`src/hw/rtl/stq_pkg.sv`:
```
// shared types and constants of the sorted timer queue
package stq_pkg;

	localparam int FIELD_BITS = 48;
	localparam int ID_BITS    = 4;
	localparam int OP_BITS    = 2;

	// request operations
	localparam logic [OP_BITS-1:0] OP_START_ABS = 2'd0;
	localparam logic [OP_BITS-1:0] OP_START_REL = 2'd1;
	localparam logic [OP_BITS-1:0] OP_STOP      = 2'd2;
	localparam logic [OP_BITS-1:0] OP_RUN       = 2'd3;

	// most timers popped by one run request
	localparam int RESULT_CAP = 16;
	localparam int CNT_BITS   = $clog2(RESULT_CAP + 1);

	typedef struct packed {
		logic [OP_BITS-1:0]    operation;
		logic [ID_BITS-1:0]    timer_id;
		logic [FIELD_BITS-1:0] time_value;
		logic [FIELD_BITS-1:0] now;
	} req_t;

	typedef struct packed {
		logic                  fired_valid;
		logic [ID_BITS-1:0]    fired_id;
		logic [FIELD_BITS-1:0] fired_deadline;
		logic                  last;
		logic                  next_valid;
		logic [FIELD_BITS-1:0] next_deadline;
		logic                  next_overdue;
	} rsp_t;

	// controller to datapath
	typedef struct packed {
		logic latch;
		logic remove;
		logic insert;
		logic pop;
		logic load_out;
		logic fired;
		logic last;
	} cmd_t;

	// datapath to controller
	typedef struct packed {
		logic head_due;
		logic second_due;
		logic out_free;
	} status_t;

endpackage

```
`src/hw/rtl/stq_stream_if.sv`:
```
// valid/ready stream channel carrying one word of type T
interface stq_stream_if #(
	parameter type T = logic
);
	logic valid;
	logic ready;
	T     data;

	modport source (output valid, output data, input ready);
	modport sink (input valid, input data, output ready);
endinterface

```
`src/hw/rtl/stq_ctrl.sv`:
```
// controller state machine of the sorted timer queue
module stq_ctrl (
	input  logic                             clk,
	input  logic                             arst_n,
	input  logic                             in_valid,
	input  logic [stq_pkg::OP_BITS-1:0]      in_op,
	output logic                             in_ready,
	input  stq_pkg::status_t                 st,
	output stq_pkg::cmd_t                    cmd
);
	import stq_pkg::*;

	localparam logic [2:0] ST_IDLE   = 3'd0;
	localparam logic [2:0] ST_REMOVE = 3'd1;
	localparam logic [2:0] ST_INSERT = 3'd2;
	localparam logic [2:0] ST_REPORT = 3'd3;
	localparam logic [2:0] ST_RUN    = 3'd4;

	logic [2:0]          state_q, state_d;
	logic [OP_BITS-1:0]  op_q, op_d;
	logic [CNT_BITS-1:0] cnt_q, cnt_d;

	// next state and commands
	always_comb begin
		state_d  = state_q;
		op_d     = op_q;
		cnt_d    = cnt_q;
		cmd      = '0;
		in_ready = 1'b0;
		case (state_q)
			ST_IDLE: begin
				in_ready = 1'b1;
				if (in_valid) begin
					cmd.latch = 1'b1;
					op_d      = in_op;
					cnt_d     = '0;
					state_d   = (in_op == OP_RUN) ? ST_RUN : ST_REMOVE;
				end
			end
			ST_REMOVE: begin
				cmd.remove = 1'b1;
				state_d    = (op_q == OP_STOP) ? ST_REPORT : ST_INSERT;
			end
			ST_INSERT: begin
				cmd.insert = 1'b1;
				state_d    = ST_REPORT;
			end
			ST_REPORT: begin
				if (st.out_free) begin
					cmd.load_out = 1'b1;
					cmd.last     = 1'b1;
					state_d      = ST_IDLE;
				end
			end
			ST_RUN: begin
				if (st.out_free) begin
					cmd.load_out = 1'b1;
					if (st.head_due && cnt_q < CNT_BITS'(RESULT_CAP)) begin
						// pop the head; last when the following head will not pop
						cmd.pop   = 1'b1;
						cmd.fired = 1'b1;
						cmd.last  = !(st.second_due && cnt_q < CNT_BITS'(RESULT_CAP - 1));
						cnt_d     = cnt_q + 1'b1;
						if (cmd.last) begin
							state_d = ST_IDLE;
						end
					end else begin
						// nothing expired
						cmd.last = 1'b1;
						state_d  = ST_IDLE;
					end
				end
			end
			default: begin
				state_d = ST_IDLE;
			end
		endcase
	end

	// state registers
	always_ff @(posedge clk or negedge arst_n) begin
		if (!arst_n) begin
			state_q <= ST_IDLE;
			op_q    <= OP_START_ABS;
			cnt_q   <= '0;
		end else begin
			state_q <= state_d;
			op_q    <= op_d;
			cnt_q   <= cnt_d;
		end
	end

endmodule

```
`src/hw/rtl/stq_datapath.sv`:
```
// sorted cell chain, request registers and output register
module stq_datapath #(
	parameter int TIMER_SLOTS = 16,
	parameter int TIME_BITS   = 48
) (
	input  logic              clk,
	input  logic              arst_n,
	input  stq_pkg::req_t     req_data,
	input  stq_pkg::cmd_t     cmd,
	output stq_pkg::status_t  st,
	output logic              rsp_valid,
	input  logic              rsp_ready,
	output stq_pkg::rsp_t     rsp_data
);
	import stq_pkg::*;

	// cells, packed at the low end in deadline order
	logic [TIMER_SLOTS-1:0] cell_valid_q;
	logic [ID_BITS-1:0]     cell_id_q       [TIMER_SLOTS];
	logic [TIME_BITS-1:0]   cell_deadline_q [TIMER_SLOTS];

	// latched request
	logic [ID_BITS-1:0]   req_id_q;
	logic [TIME_BITS-1:0] req_deadline_q;
	logic [TIME_BITS-1:0] now_q;
	logic [TIME_BITS-1:0] tv;
	logic [TIME_BITS-1:0] now_in;

	// neighbor views and per-cell controls
	logic [TIMER_SLOTS-1:0] dn_valid;
	logic [ID_BITS-1:0]     dn_id       [TIMER_SLOTS];
	logic [TIME_BITS-1:0]   dn_deadline [TIMER_SLOTS];
	logic [TIMER_SLOTS-1:0] up_valid;
	logic [ID_BITS-1:0]     up_id       [TIMER_SLOTS];
	logic [TIME_BITS-1:0]   up_deadline [TIMER_SLOTS];
	logic [TIMER_SLOTS-1:0] match;
	logic [TIMER_SLOTS-1:0] shift_dn;
	logic [TIMER_SLOTS-1:0] shift_up;
	logic [TIMER_SLOTS-1:0] take_new;
	logic                   full;

	logic [TIMER_SLOTS-1:0] valid_d;
	logic [ID_BITS-1:0]     id_d       [TIMER_SLOTS];
	logic [TIME_BITS-1:0]   deadline_d [TIMER_SLOTS];

	logic                 sel_valid;
	logic [TIME_BITS-1:0] sel_deadline;
	logic                 rsp_valid_q;
	rsp_t                 rsp_q;

	assign full   = cell_valid_q[TIMER_SLOTS-1];
	assign tv     = TIME_BITS'(req_data.time_value);
	assign now_in = TIME_BITS'(req_data.now);

	// request registers, deadline sum wraps at the time width
	always_ff @(posedge clk) begin
		if (cmd.latch) begin
			req_id_q       <= req_data.timer_id;
			now_q          <= now_in;
			req_deadline_q <= (req_data.operation == OP_START_ABS) ? tv : tv + now_in;
		end
	end

	// per-cell shift decisions
	for (genvar i = 0; i < TIMER_SLOTS; i++) begin : g_cell
		assign match[i]    = cell_valid_q[i] && (cell_id_q[i] == req_id_q);
		assign shift_dn[i] = cmd.pop || (cmd.remove && (|match[i:0]));
		assign shift_up[i] = cmd.insert && !full
			&& (!cell_valid_q[i] || (cell_deadline_q[i] > req_deadline_q));

		if (i + 1 < TIMER_SLOTS) begin : g_dn
			assign dn_valid[i]    = cell_valid_q[i+1];
			assign dn_id[i]       = cell_id_q[i+1];
			assign dn_deadline[i] = cell_deadline_q[i+1];
		end else begin : g_dn_end
			assign dn_valid[i]    = 1'b0;
			assign dn_id[i]       = '0;
			assign dn_deadline[i] = '0;
		end

		if (i == 0) begin : g_up_head
			assign take_new[i]    = shift_up[i];
			assign up_valid[i]    = 1'b0;
			assign up_id[i]       = '0;
			assign up_deadline[i] = '0;
		end else begin : g_up
			assign take_new[i]    = shift_up[i] && !shift_up[i-1];
			assign up_valid[i]    = cell_valid_q[i-1];
			assign up_id[i]       = cell_id_q[i-1];
			assign up_deadline[i] = cell_deadline_q[i-1];
		end
	end

	// next cell contents
	always_comb begin
		for (int i = 0; i < TIMER_SLOTS; i++) begin
			valid_d[i]    = cell_valid_q[i];
			id_d[i]       = cell_id_q[i];
			deadline_d[i] = cell_deadline_q[i];
			if (shift_dn[i]) begin
				valid_d[i]    = dn_valid[i];
				id_d[i]       = dn_id[i];
				deadline_d[i] = dn_deadline[i];
			end else if (take_new[i]) begin
				valid_d[i]    = 1'b1;
				id_d[i]       = req_id_q;
				deadline_d[i] = req_deadline_q;
			end else if (shift_up[i]) begin
				valid_d[i]    = up_valid[i];
				id_d[i]       = up_id[i];
				deadline_d[i] = up_deadline[i];
			end
		end
	end

	// cell valid bits
	always_ff @(posedge clk or negedge arst_n) begin
		if (!arst_n) begin
			cell_valid_q <= '0;
		end else if (cmd.remove || cmd.pop || cmd.insert) begin
			cell_valid_q <= valid_d;
		end
	end

	// cell payload
	always_ff @(posedge clk) begin
		if (cmd.remove || cmd.pop || cmd.insert) begin
			for (int i = 0; i < TIMER_SLOTS; i++) begin
				cell_id_q[i]       <= id_d[i];
				cell_deadline_q[i] <= deadline_d[i];
			end
		end
	end

	// status toward the controller
	assign st.head_due   = cell_valid_q[0] && (cell_deadline_q[0] <= now_q);
	assign st.second_due = dn_valid[0] && (dn_deadline[0] <= now_q);
	assign st.out_free   = !rsp_valid_q || rsp_ready;

	// head after this result: the second cell when the head pops
	assign sel_valid    = cmd.fired ? dn_valid[0] : cell_valid_q[0];
	assign sel_deadline = cmd.fired ? dn_deadline[0] : cell_deadline_q[0];

	// output word register
	always_ff @(posedge clk) begin
		if (cmd.load_out) begin
			rsp_q.fired_valid    <= cmd.fired;
			rsp_q.fired_id       <= cmd.fired ? cell_id_q[0] : '0;
			rsp_q.fired_deadline <= cmd.fired ? FIELD_BITS'(cell_deadline_q[0]) : '0;
			rsp_q.last           <= cmd.last;
			rsp_q.next_valid     <= sel_valid;
			rsp_q.next_deadline  <= sel_valid ? FIELD_BITS'(sel_deadline) : '0;
			rsp_q.next_overdue   <= sel_valid && (sel_deadline <= now_q);
		end
	end

	always_ff @(posedge clk or negedge arst_n) begin
		if (!arst_n) begin
			rsp_valid_q <= 1'b0;
		end else if (cmd.load_out) begin
			rsp_valid_q <= 1'b1;
		end else if (rsp_ready) begin
			rsp_valid_q <= 1'b0;
		end
	end

	assign rsp_valid = rsp_valid_q;
	assign rsp_data  = rsp_q;

endmodule

```
`src/hw/rtl/sorted_timer_queue.sv`:
```
// Sorted deadline timer queue: up to TIMER_SLOTS armed timers, each named by a
// 4-bit id, held in a chain of cells in deadline order (equal deadlines keep
// arrival order). A request word is taken while the queue is idle; a start then
// removes the id and inserts it again, and its single result word is loaded
// after that; a stop only removes the id before its result word is loaded. A
// run pops one expired timer per cycle from the head of the chain while the
// output word is free, one result word per timer (at most sixteen per run), or
// a single word with no fired timer when nothing expired. The chain shifts by
// one cell per operation; a stalled output word holds the controller in place.
// Deadlines and sums wrap at TIME_BITS bits. Reset empties the queue at once.
module sorted_timer_queue #(
	parameter int TIMER_SLOTS = 16,
	parameter int TIME_BITS   = 48
) (
	input  logic         clk,
	input  logic         arst_n,
	stq_stream_if.sink   req,
	stq_stream_if.source rsp
);
	import stq_pkg::*;

	cmd_t    cmd;
	status_t st;
	logic    in_ready;
	logic    rsp_valid;
	rsp_t    rsp_data;
	req_t    req_data;

	assign req_data  = req.data;
	assign req.ready = in_ready;
	assign rsp.valid = rsp_valid;
	assign rsp.data  = rsp_data;

	// control
	stq_ctrl u_ctrl (
		.clk      (clk),
		.arst_n   (arst_n),
		.in_valid (req.valid),
		.in_op    (req_data.operation),
		.in_ready (in_ready),
		.st       (st),
		.cmd      (cmd)
	);

	// cell chain and output word
	stq_datapath #(
		.TIMER_SLOTS (TIMER_SLOTS),
		.TIME_BITS   (TIME_BITS)
	) u_datapath (
		.clk       (clk),
		.arst_n    (arst_n),
		.req_data  (req_data),
		.cmd       (cmd),
		.st        (st),
		.rsp_valid (rsp_valid),
		.rsp_ready (rsp.ready),
		.rsp_data  (rsp_data)
	);

endmodule
```
`src/flat_wrapper.sv`:
```
// flat-port wrapper written by rule: the top's interface ports become plain ports
module sorted_timer_queue_flat import stq_pkg::*;
#(
	parameter int TIMER_SLOTS = 16,
	parameter int TIME_BITS   = 48
)
  (clk, arst_n, req_valid, req_data, req_ready, rsp_valid, rsp_data, rsp_ready);
  stq_stream_if req_i ();
  stq_stream_if rsp_i ();
  input  logic clk;
  input  logic arst_n;
  input wire logic [$bits(req_i.valid)-1:0] req_valid;
  input wire logic [$bits(req_i.data)-1:0] req_data;
  output wire logic [$bits(req_i.ready)-1:0] req_ready;
  output wire logic [$bits(rsp_i.valid)-1:0] rsp_valid;
  output wire logic [$bits(rsp_i.data)-1:0] rsp_data;
  input wire logic [$bits(rsp_i.ready)-1:0] rsp_ready;
  assign req_i.valid = req_valid;
  assign req_i.data = req_data;
  assign req_ready = req_i.ready;
  assign rsp_valid = rsp_i.valid;
  assign rsp_data = rsp_i.data;
  assign rsp_i.ready = rsp_ready;
  sorted_timer_queue #(.TIMER_SLOTS(TIMER_SLOTS), .TIME_BITS(TIME_BITS)) u_core (.clk(clk), .arst_n(arst_n), .req(req_i), .rsp(rsp_i));
endmodule
```
`config.mk`:
```
export PLATFORM = sky130hd
export DESIGN_NAME = sorted_timer_queue_flat
export DESIGN_NICKNAME = d
export VERILOG_FILES = /design/src/hw/rtl/stq_pkg.sv /design/src/hw/rtl/stq_stream_if.sv /design/src/hw/rtl/stq_ctrl.sv /design/src/hw/rtl/stq_datapath.sv /design/src/hw/rtl/sorted_timer_queue.sv /design/src/flat_wrapper.sv
export SDC_FILE = /design/constraint.sdc
export NUM_CORES = 1
export LEC_CHECK = 0
export BUFFER_PORTS_ARGS = -buffer_cell sky130_fd_sc_hd__clkbuf_2
export CAP_MARGIN = 20
export CORE_MARGIN = 2
export CORE_UTILIZATION = 35
export DETAILED_ROUTE_END_ITERATION = 10
export GPL_TIMING_DRIVEN = 0
export PLACE_DENSITY = 0.49
export SETUP_SLACK_MARGIN = 0.15
export SLEW_MARGIN = 20
export SYNTH_ARGS = -nofsm -noshare
export SYNTH_HDL_FRONTEND = slang
export SYNTH_SLANG_ARGS = --single-unit
```
`constraint.sdc`:
```
create_clock -name clk -period 16.9 [get_ports clk]
set_clock_uncertainty 0.2 [all_clocks]
set_input_delay 3.38 -clock clk [delete_from_list [all_inputs] [get_ports clk]]
set_output_delay 3.38 -clock clk [all_outputs]
set_load 0.02 [all_outputs]
```
* Word level (Yosys, flattened, before mapping)
Memory sizes are Yosys's and may differ from the RTL's.
Cells that the tools add are included.
** Storage, ports and cells
- Memories kept :: 2
- Output and inout port bits :: 3
- Input bits :: 5
- Register bits :: 27
- RAM bits :: 832
** Memories
- u_core.u_datapath.cell_deadline_q :: depth 16, width 48, rd ports 16, clocked after memory_dff 0, wr ports 16, line stq_datapath.sv:20 : logic [TIME_BITS-1:0] cell_deadline_q [TIMER_SLOTS];
- u_core.u_datapath.cell_id_q :: depth 16, width 4, rd ports 16, clocked after memory_dff 0, wr ports 16, line stq_datapath.sv:19 : logic [ID_BITS-1:0] cell_id_q [TIMER_SLOTS];
** Cells by class
- Reduce and logical (&&, ||, !) cells :: 205
- Eq/ne operators :: 9
- Order comparisons :: 21
- Muxes and demuxes :: 169
- $add $sub $neg :: 1
** Operators with widths (number)
- $mux 48 :: 48
- $gt 48x1->1 const B :: 16
- $mux 4 :: 48
- $le 48x1->1 :: 3
- $logic_and 1x1->1 :: 69
- $logic_not 4->1 :: 16
- $mux 1 :: 62
- $reduce_bool 3->1 :: 15
- $logic_or 1x1->1 :: 35
- $logic_not 1->1 :: 33
- $reduce_and 2->1 :: 16
- $reduce_or 16->1 :: 1
- $mux 3 :: 5
- $mux 5 :: 3
- $pmux 3 s5 :: 1
- $reduce_or 15->1 :: 1
- $reduce_or 14->1 :: 1
- $reduce_or 13->1 :: 1
- $reduce_or 12->1 :: 1
- $reduce_or 11->1 :: 1
- $pmux 5 s2 :: 1
- $reduce_or 10->1 :: 1
- $reduce_or 9->1 :: 1
- $reduce_and 4->1 :: 2
- 19 further kinds :: 24

* Depth between registers and ports, before layout
An unclocked memory read counts as a cell.
- Depth after elaboration :: 12
- Gate-level depth with buffers :: 10
- Gate-level depth less buffers :: 7

* Cells and area by module
A second synthesis with hierarchy kept.
** Second synthesis, totals
- Cells, all modules :: 6927
- Area, all modules :: 73609.3 um2
** By module, submodules not included
- stq_datapath :: instances 1, cells an instance 6864, area each 73025.0 um2
- stq_ctrl :: instances 1, cells an instance 62, area each 580.6 um2
- sorted_timer_queue :: instances 1, cells an instance 1, area each 3.8 um2

* Worst setup path after synthesis
No wires, ideal clock.
- Path type :: register to register
- Start :: mem u_core.u_datapath.cell_id_q[3][3] (netlist: u_core.u_datapath.cell_id_q[0][15])
- End :: mem u_core.u_datapath.cell_deadline_q[5][0] (netlist: u_core.u_datapath.cell_deadline_q[0][240]) (enable)
- Library setup time :: 0.544 ns
- Data arrival time :: 5.450 ns
- Setup slack :: 10.706 ns
- Stages on the path, launching flop included :: 6
- Required time :: 16.156 ns
- Buffers on the path :: 1
- Cells stage by stage :: edfxtp_1 nand2b_1 nor4_1 o31ai_1 clkbuf_1 a21boi_0
** RTL lines (line)
- start: declaration :: stq_datapath.sv:19
- end: declaration :: stq_datapath.sv:20

* Worst setup path in the final report
- Start :: reg u_core.u_ctrl.state_q[0]
- End :: out req_ready
** On the way
- Word-level cells in the longest chain between the ends :: 2
** RTL lines
- start: declaration :: line stq_ctrl.sv:19 : logic [2:0] state_q, state_d;
- start signal: assignment :: line stq_ctrl.sv:87 : state_q <= state_d;
- $logic_not 3->1 :: line stq_ctrl.sv:30 : case (state_q)
- $mux 1 :: line stq_ctrl.sv:30
- end: declaration :: line flat_wrapper.sv:14 : output wire logic [$bits(req_i.ready)-1:0] req_ready;
Every way passes these cells.

==> results by group <==
Floorplanning
  – CORE AREA: 107000 µm²
  – Starting density of the core: 35.2%
  – Die W: 332 µm
  – Die H: 332 µm
  – IO Pins: 8
  – Row count: 120
  – Die area: 110000 µm²

Finish
  – Layout Area Growth over Synthesis: 14.2%
  – N_diodes: 0
  – Number of nets in the layout: 2817
  – Area of the multi-input gates: 11700 µm²
  – Share of layout cells above drive strength 1: 24.5%
  – Register Area: 25500 µm²
  – Filler cell count: 10049
  – Most frequent cells in the layout: edfxtp_1 (834), nand2_1 (635), mux2_2 (481)
  – Commonest non-fill, non-tap cell in the layout: edfxtp_1

Synthesis
  – Cell Area, Synth: 37600 µm²
  – Syn nets: 2696
  – Post-synthesis sequential area ratio: 67.8%
  – Syn avg cell area: 14.0 µm²
  – Number of synthesized register bits: 853
  – Share of the synthesized area in the top cell type: 66.5%
  – Post-synthesis cell type count: 42
  – Largest cells by area after synthesis: edfxtp_1 (67%), mux2_2 (14%), nand2_1 (6.3%)
  – Mapped Cells: 2686
  – Post-synth EDFFs: 834
  – Dominant synthesized flop cell: edfxtp_1
  – Async SR Flop Fraction: 2.23%
  – Yosys warnings: 0
  – Leading area contributor after synthesis: edfxtp_1

Critical path
  – Slowest Stage Delay on Critical Path: 410 ps
  – CP max stage cell: dfrtp_1
  – Critical path, cell by cell: inv_1, ha_1, clkbuf_2
  – R2R setup slack: 12770 ps
  – Nature of the critical path endpoint: primary output
  – Worst Path Arrival: 1550 ps
  – Worst r2r path cells: 8
  – CP delay by family, top: flip-flops
  – RR Startpoint: u_core.u_ctrl.state_q[1]
  – Critical Path Start Type: flop
  – CP Class: reg -> out
  – Worst EP required: 13320 ps
  – CP Buf/Inv Count: 2
  – CP max FO: 4
  – Reg2reg end: u_core.u_datapath.cell_deadline_q[0][62]

Timing
  – Slew headroom: 16.4%
  – Pins Over Slew Limit: 0
  – Period utilization: 30.3%
  – Final Critical Period: 5130 ps
  – Final hold violations: 0
  – Final setup fails: 0
  – Setup TNS: 0 ps
  – Worst Tran Pin Value: 1250 ps
  – RSZ-0062 raised after global routing: no
  – Fin Hold WS: 343 ps
  – Max Fclk: 195 MHz

Worst hold path
  – Hold Crit Class: reg -> reg
  – Hold Path Origin: u_core.u_datapath.cell_deadline_q[1][364]
  – Hold EP: u_core.u_datapath.cell_deadline_q[1][316]
  – Hold depth: 1

Clocking
  – Htree depth: 3
  – Clock latency on the worst-skew pair: 660 ps
  – # hold bufs at CTS: 0
  – Buffer count from post-CTS setup fixing: 0
  – Clk root buf: clkbuf_16
  – CTS Sinks: 853
  – Post-CTS sizing: 0
  – Total CTS buffers: 95
  – Longest Clk Path Bufs: 3
  – Clock-pin slew on the worst setup and hold paths: 60 ps
  – CTS tree: done

Power and ir drop
  – Switching share of power: 31.2%
  – Logic pwr share: 23.3%
  – Sw power: 2.36 mW
  – Pwr/cell area: 176 nW/µm²
  – Clk pwr share: 26.8%
  – Flop pwr share: 49.9%
  – Max rail drop VDD: 0.0826 mV
  – Static leakage: 14.5 nW
  – Pint: 5.19 mW

Drt
  – Drt drc: 0
  – Routed WL: 102000 µm
  – Post-DRT Antenna Nets: 0
  – Starting DRT DRC Count: 2187
  – 1st-pass router iterations: 6
  – Drt wl/cell: 23.9 µm
  – Routed vias: 22950
  – Vias per inst: 5.35

Global route
  – Vias in the first global route: 24338
  – Overall routing resource usage: 18.2%
  – Initial antenna violation count: 0
  – Largest net degree at the start of global routing: 54
  – First-pass GRT wire length: 153000 µm
  – GR Overflow Total: 0

Status
  – Outcome: completed

Flow run
  – Max Cap Viol: 0

Placement
  – HPWL Detailed: 76300 µm
  – Placer congestion estimate: 0.857
  – I/O Buffers: 7
-- flip-flops by register name, indices dropped and copies added (netlist names) --
signal	flops
u_core.u_datapath.rsp_data	1
u_core.u_datapath.rsp_valid	1
u_core.u_datapath.cell_id_q	64
u_core.u_datapath.cell_valid_q	16
u_core.u_datapath.cell_deadline_q	768
u_core.u_ctrl.state_q	2
u_core.u_datapath.now_q	1
-- power groups by stage --
| stage | Clock, mW | Combinational [mW] | Sequential (mW) |
|---|---|---|---|
| after CTS | 2.08 | 1.76 | 3.78 |
| after global placement | 0 | 1.57 | 3.89 |
| after global routing | 2.15 | 1.92 | 3.83 |
| after floorplan | 0 | 1.21 | 3.57 |
| after detailed placement | 0 | 1.75 | 3.82 |
| final | 2.03 | 1.76 | 3.77 |
-- synth_stat cells, types with 2 or more instances --
master	instances
nor4b_1	15
mux2i_1	7
nor3b_1	2
a21boi_0	5
a31oi_1	4
o22ai_1	11
a22o_1	32
nand3_1	16
a21oi_1	16
a2bb2oi_1	10
nor4_1	175
ha_1	5
nand2_1	635
nand3b_1	3
clkbuf_2	5
nand4_1	31
o21ai_0	22
o31a_1	5
inv_1	19
dfrtp_1	19
nand2b_1	14
or4_1	2
or3_1	8
buf_2	43
or4b_2	3
edfxtp_1	834
and2_1	110
nor2_1	31
mux2_2	481
o21a_1	16
clkbuf_1	71
nor3_1	20
o31ai_1	7
-- worst max-delay path by stage --
stage                                             from                                         to  slack (ps)  cells past startpoint
global route                  u_core.u_ctrl.state_q[0]                                  req_ready       11650                      3
detailed placement                           rsp_ready                   u_core.u_ctrl.state_q[1]       12390                      4
floorplan           u_core.u_datapath.cell_id_q[0][15]  u_core.u_datapath.cell_deadline_q[0][240]       10710                      5
finish                        u_core.u_ctrl.state_q[0]                                  req_ready       11770                      3
global placement              u_core.u_ctrl.state_q[1]   u_core.u_datapath.cell_deadline_q[0][82]        7320                      6
CTS                           u_core.u_ctrl.state_q[0]                                  req_ready       11720                      3
-- cell type report --
class	count	share of cell area [%]
well taps	1403	4.08
flip-flops and latches	853	59.4
clock buffers	131	6.13
multi-input cells	1694	27.2
inverters	19	0.166
plain buffers	120	1.19
clock inverters	42	0.882
repair buffers	24	0.989
-- layer usage --
| layer | global-route usage [%] | part of all wire [%] |
|---|---|---|
| met2 | 29.1 | 47 |
| met4 | 4.33 | 2.1 |
| met3 | 2.35 | 4.1 |
| met5 | 0 | 0 |
| met1 | 26.2 | 47 |
-- cell families (layout without fill, tap and decap cells) --
| family | after synthesis | in the layout | synth area share, % |
|---|---|---|---|
| buf+inv | 139 | 336 | 1.55 |
| simple gates | 1069 | 1069 | 13.4 |
| compound gates | 132 | 132 | 2.52 |
| mux | 488 | 488 | 14.6 |
| flops | 853 | 853 | 67.8 |
| fa+ha+maj | 5 | 5 | 0.166 |
-- metrics by stage --
| stage | std cells | setup WS (ps) | utilization, % | power (mW) | instance area [µm²] |
|---|---|---|---|---|---|
| floorplan | 2686 | 10710 | - | 4.78 | 37600 |
| global placement | 4096 | 7320 | 36.9 | 5.45 | 39400 |
| detailed placement | 4113 | 12390 | 37.4 | 5.57 | 40000 |
| CTS | 4286 | 11720 | 40.2 | 7.62 | 43000 |
| global route | 4286 | 11650 | 40.2 | 7.90 | 43000 |
| finish | 4286 | 11770 | 40.2 | 7.55 | 43000 |
Note: power is estimated with default switching activity, not from simulation.
